`config.mk`:
```
export PLATFORM = sky130hd
export DESIGN_NAME = phca_row_upd
export DESIGN_NICKNAME = d
export VERILOG_FILES = /design/src/rtl/core/phca_pkg.sv /design/src/rtl/core/phca_row_upd.sv
export SDC_FILE = /design/constraint.sdc
export NUM_CORES = 1
export LEC_CHECK = 0
export ABC_AREA = 1
export BUFFER_PORTS_ARGS = -buffer_cell sky130_fd_sc_hd__buf_2
export CAP_MARGIN = 40
export CORE_AREA = 2 2 280 282
export DETAILED_ROUTE_END_ITERATION = 10
export DIE_AREA = 0 0 282 284
export GPL_TIMING_DRIVEN = 0
export PLACE_DENSITY_LB_ADDON = 0.05
export SYNTH_ARGS = -nofsm -noshare
export SYNTH_HDL_FRONTEND = slang
export SYNTH_SLANG_ARGS = --single-unit
export TNS_END_PERCENT = 100
```
`constraint.sdc`:
```
create_clock -name vclk -period 2.1
set_input_delay 0.21 -clock vclk [all_inputs]
set_output_delay 0.21 -clock vclk [all_outputs]
set_load 0.02 [all_outputs]
```
`src/rtl/core/phca_pkg.sv`:
```
`timescale 1ns / 1ps
// ----------------------------------------------------------------------------
// phca_pkg
// Shared types, codes and character helpers for the profile HMM count
// accumulator.
// ----------------------------------------------------------------------------
package phca_pkg;

  // Parameter defaults
  localparam int MAX_COLUMNS_DEF = 1024;
  localparam int COUNT_BITS_DEF  = 32;

  localparam int ALEN_W      = 11;
  localparam logic [ALEN_W-1:0] ALEN_RESET = 11'd1024;

  // Counters kept in one column row: states, match bases, insert bases
  localparam int NUM_ROW_CNT = 11;
  localparam logic [3:0] IDX_STATE0  = 4'd0;
  localparam logic [3:0] IDX_MATCH0  = 4'd3;
  localparam logic [3:0] IDX_INSERT0 = 4'd7;

  // Transaction kinds
  localparam logic [1:0] KIND_ANC  = 2'd0;
  localparam logic [1:0] KIND_SEQ  = 2'd1;
  localparam logic [1:0] KIND_READ = 2'd2;

  // Read tables
  localparam logic [2:0] TBL_TRANS  = 3'd0;
  localparam logic [2:0] TBL_ANC    = 3'd1;
  localparam logic [2:0] TBL_STATE  = 3'd2;
  localparam logic [2:0] TBL_MATCH  = 3'd3;
  localparam logic [2:0] TBL_INSERT = 3'd4;

  // Status codes
  localparam logic [1:0] STS_OK   = 2'd0;
  localparam logic [1:0] STS_COL  = 2'd1;
  localparam logic [1:0] STS_CHAR = 2'd2;
  localparam logic [1:0] STS_ADDR = 2'd3;

  // Character classes
  localparam logic [1:0] CLS_MATCH  = 2'd0;
  localparam logic [1:0] CLS_INSERT = 2'd1;
  localparam logic [1:0] CLS_DELETE = 2'd2;
  localparam logic [1:0] CLS_NONE   = 2'd3;

  localparam logic [2:0] BASE_NONE = 3'd4;

  // Characters
  localparam logic [7:0] CH_DASH = 8'h2D;
  localparam logic [7:0] CH_A    = 8'h41;
  localparam logic [7:0] CH_C    = 8'h43;
  localparam logic [7:0] CH_G    = 8'h47;
  localparam logic [7:0] CH_T    = 8'h54;
  localparam logic [7:0] CH_Z    = 8'h5A;
  localparam logic [7:0] CH_LA   = 8'h61;
  localparam logic [7:0] CH_LC   = 8'h63;
  localparam logic [7:0] CH_LG   = 8'h67;
  localparam logic [7:0] CH_LT   = 8'h74;
  localparam logic [7:0] CH_LZ   = 8'h7A;

  typedef enum logic [1:0] {
    FSM_CLEAR,
    FSM_IDLE,
    FSM_EXEC
  } phca_fsm_t;

  typedef struct packed {
    logic [1:0] kind;
    logic [7:0] char_code;
    logic       first_of_sequence;
    logic [9:0] start_column;
    logic [2:0] read_table;
    logic [9:0] read_row;
    logic [1:0] read_col;
  } phca_in_t;

  typedef struct packed {
    logic [31:0] count_value;
    logic [1:0]  status;
  } phca_out_t;

  // Row update request handed to the update unit
  typedef struct packed {
    logic       bump_state;
    logic [3:0] state_idx;
    logic       bump_base;
    logic [3:0] base_idx;
  } phca_upd_t;

  function automatic logic [2:0] base_of(input logic [7:0] ch);
    case (ch) inside
      CH_A, CH_LA: base_of = 3'd0;
      CH_C, CH_LC: base_of = 3'd1;
      CH_G, CH_LG: base_of = 3'd2;
      CH_T, CH_LT: base_of = 3'd3;
      default:     base_of = BASE_NONE;
    endcase
  endfunction

  function automatic logic [3:0] trans_idx(input logic [1:0] from_cls,
                                           input logic [1:0] to_cls);
    trans_idx = ({2'b00, from_cls} * 4'd3) + {2'b00, to_cls};
  endfunction

endpackage

```
`src/rtl/core/phca_row_upd.sv`:
```
`timescale 1ns / 1ps
// ----------------------------------------------------------------------------
// phca_row_upd
// Saturating bump of up to two counters in one column row.
// ----------------------------------------------------------------------------
module phca_row_upd #(
  parameter int COUNT_BITS = 32
) (
  input  logic [phca_pkg::NUM_ROW_CNT*COUNT_BITS-1:0] row_in,
  input  phca_pkg::phca_upd_t                          upd,
  output logic [phca_pkg::NUM_ROW_CNT*COUNT_BITS-1:0] row_out
);
  import phca_pkg::*;

  localparam logic [COUNT_BITS-1:0] CNT_MAX = '1;

  always_comb begin
    for (int k = 0; k < NUM_ROW_CNT; k++) begin
      logic [COUNT_BITS-1:0] cur;
      logic                  hit;
      cur = row_in[k*COUNT_BITS +: COUNT_BITS];
      hit = (upd.bump_state && (upd.state_idx == 4'(k))) ||
            (upd.bump_base  && (upd.base_idx  == 4'(k)));
      row_out[k*COUNT_BITS +: COUNT_BITS] =
        (hit && (cur != CNT_MAX)) ? cur + 1'b1 : cur;
    end
  end

endmodule

```
==> reports/metrics.yaml <==
boundaryPins: 714
fmax_mhz: 495
post-route-cell-area_mm2: 0.0205
dieWidth_um: 282
grt_max_degree: 11
globalRouteMet2Util: 0.370
placed_area_mm2: 0.0197
yosysWarnings: 0
setup_slack_ns: 0.0810
synthCells: 3566
holdPathStages: 4
drtAntennaViolNets: 0
regArea_um2: 0
grt_use_met3: 0.0189
critical_path_class: "in2out"
seq_cell_count: 0
cp.arrival_ns: 1.81
layoutNonFillerInstCount: 5364
placed_cells: 5318
synth_area_mm2: 0.0148
tns_ns: 0
drt_iter0_drc: 1140
hpwl_um: 78700
wl_per_cell_um: 16.4
syn_avg_cell_area_um2: 4.15
busiest_layer: "met2"
nClkBuffers: 0
num_rows: 102
timing.max_cap.violations: 0
layout.nets: 4684
yosys.area.top_type: "nand2_1"
area_growth_pct: 38.7
setup_viol_count_final: 0
grt_pass1_vias: 21800
grt_overflow: 0
die-area_mm2: 0.0801
end_kind: "output pin"
power_density_mw_per_mm2: 182
hp-class: "in2out"
antenna_found_initial: 21
start_util: 0.192
tightest_slew_ns: 0.488
io_buffers: 712
drive_above_1_share: 0.210
synth_nets: 3939
drt-vias-per-instance: 4.29
synth_area_leaders: "nand2_1 (53%), nor2_1 (16%), inv_1 (8.4%)"
coreArea_mm2: 0.0770
vdd_ir_drop_max_uv: 83.4
first_pass_iters: 6
post-route-period-util: 0.961
fin_crit_ns: 2.02
status: "finished clean"
drc_errors: 0
critPathRequiredTime_ns: 1.89
die_h_um: 284
gr-usage-all-layers: 0.209
finalPower_mw: 3.73
synth_cell_types: 25
yosysTopAreaCellShare: 0.529
leakagePower_nw: 11.8
yosysSeqAreaShare: 0
rsz0062_at_grt: "true"
relSlewSlack: 0.674
slew_violations: 0
crit_fanout: 10
hold_end: "row_out[285]"
wl_um: 88100
utilization: 0.267
use_met1: 0.277
grt_first_pass_wirelength_um: 131000
dr_total_vias: 23000
hold_viol_final: 0
worstHoldStart: "row_in[285]"
startpoint_type: "input pin"
preCtsSetupSlack_ns: -0.433
gpl.final_weighted_congestion: 0.893
whs_ns: 0.800
[Yosys cell counts]
library cell and instances:
nand2_4 3, inv_4 2, xor2_1 90, nor2_1 624, o211ai_1 1, nand3_1 193
nand2_2 10, nand2_1 2085, nor2_4 3, nand3b_1 6, nor2_2 11, o22ai_1 1
buf_2 44, buf_4 6, o21ai_0 63, xnor2_1 48, a21oi_4 1, inv_1 330
buf_6 7, ha_1 11, inv_2 9, a21oi_1 2, nand3b_2 1, nand4_1 8
nor3_1 7
[repair_timing]
| action | CTS | global route |
|---|---|---|
| gates cloned | 0 | 1 |
| pin swaps | 5 | 16 |
| gates resized for setup | 88 | 87 |
| setup buffers | 13 | 17 |
| hold buffers | 0 | 0 |
| setup endpoints to repair | 334 | 316 |
[critical path, stage by stage]
cell and delay (ns):
buf_2 0.17, nand2_1 0.09, nor2_1 0.19, nand2_1 0.15, nor2_2 0.17, nand2_1 0.11, nand2_4 0.13, inv_4 0.09
buf_6 0.16, nand2_1 0.06, nand2_1 0.09, clkbuf_4 0.19
[final cells by class]
type	count	area, µm²
Multi-Input combinational cell	3168	13600
Tap cell	1040	1300
Inverter	341	1290
Timing Repair Buffer	743	3840
Fill cell	9643	56400
Antenna cell	15	37.5
Buffer	57	450
[power breakdown]
part           internal, mW   total (mW)  switching (mW)
clock network   0.000000959  0.000000959               0
registers                 0            0               0
logic                  1.20         3.73            2.53
[layer usage]
layer / wire, µm / part of all wire / vias up
li1: - / - / 12200
met1: 40700 / 0.46 / 10200
met2: 42100 / 0.48 / 560
met3: 4050 / 0.046 / 56
met4: 1250 / 0.014 / 10
met5: 61 / 0.00069 / -
[worst max path at each step]
stage	startpoint	to	slack [ns]	cells past startpoint
finish	row_in[346]	row_out[338]	0.08	12
CTS	row_in[256]	row_out[286]	0.0009	14
global placement	row_in[64]	row_out[79]	-0.47	12
global route	row_in[320]	row_out[338]	-0.01	13
detailed placement	row_in[64]	row_out[79]	-0.43	12
floorplan	row_in[192]	row_out[194]	0.30	9
[kinds of logic after synthesis]
| kind of cell | after synthesis | synth area share |
|---|---|---|
| AOI/OAI and AO/OA | 68 | 0.0240 |
| and+or+nand+nor | 2951 | 0.775 |
| xor gates and xnor gates | 138 | 0.0816 |
| buffers and inverters | 398 | 0.110 |
| adders and majority gates | 11 | 0.00930 |
[placed cells by master, fill, tap and decap left out]
| cell | instances |
|---|---|
| diode_2 | 15 |
| o21ai_1 | 1 |
| xnor2_1 | 48 |
| nand3b_2 | 1 |
| clkbuf_4 | 13 |
| buf_2 | 712 |
| a21oi_1 | 2 |
| nor2_1 | 593 |
| o21ai_2 | 1 |
| nand2_4 | 22 |
| o21ai_0 | 61 |
| buf_4 | 58 |
| a21oi_4 | 1 |
| o211ai_1 | 1 |
| nor2_4 | 18 |
| nand4_1 | 8 |
| buf_6 | 16 |
| o22ai_2 | 1 |
| ha_4 | 11 |
| inv_1 | 329 |
| nand2_2 | 10 |
| nor2_2 | 27 |
| inv_4 | 5 |
| nand3_1 | 193 |
| nand2_1 | 2066 |
| inv_2 | 7 |
| nand3b_1 | 6 |
| xor2_1 | 90 |
| nor3_1 | 7 |
| buf_8 | 1 |
(Power assumes the default switching activity.)
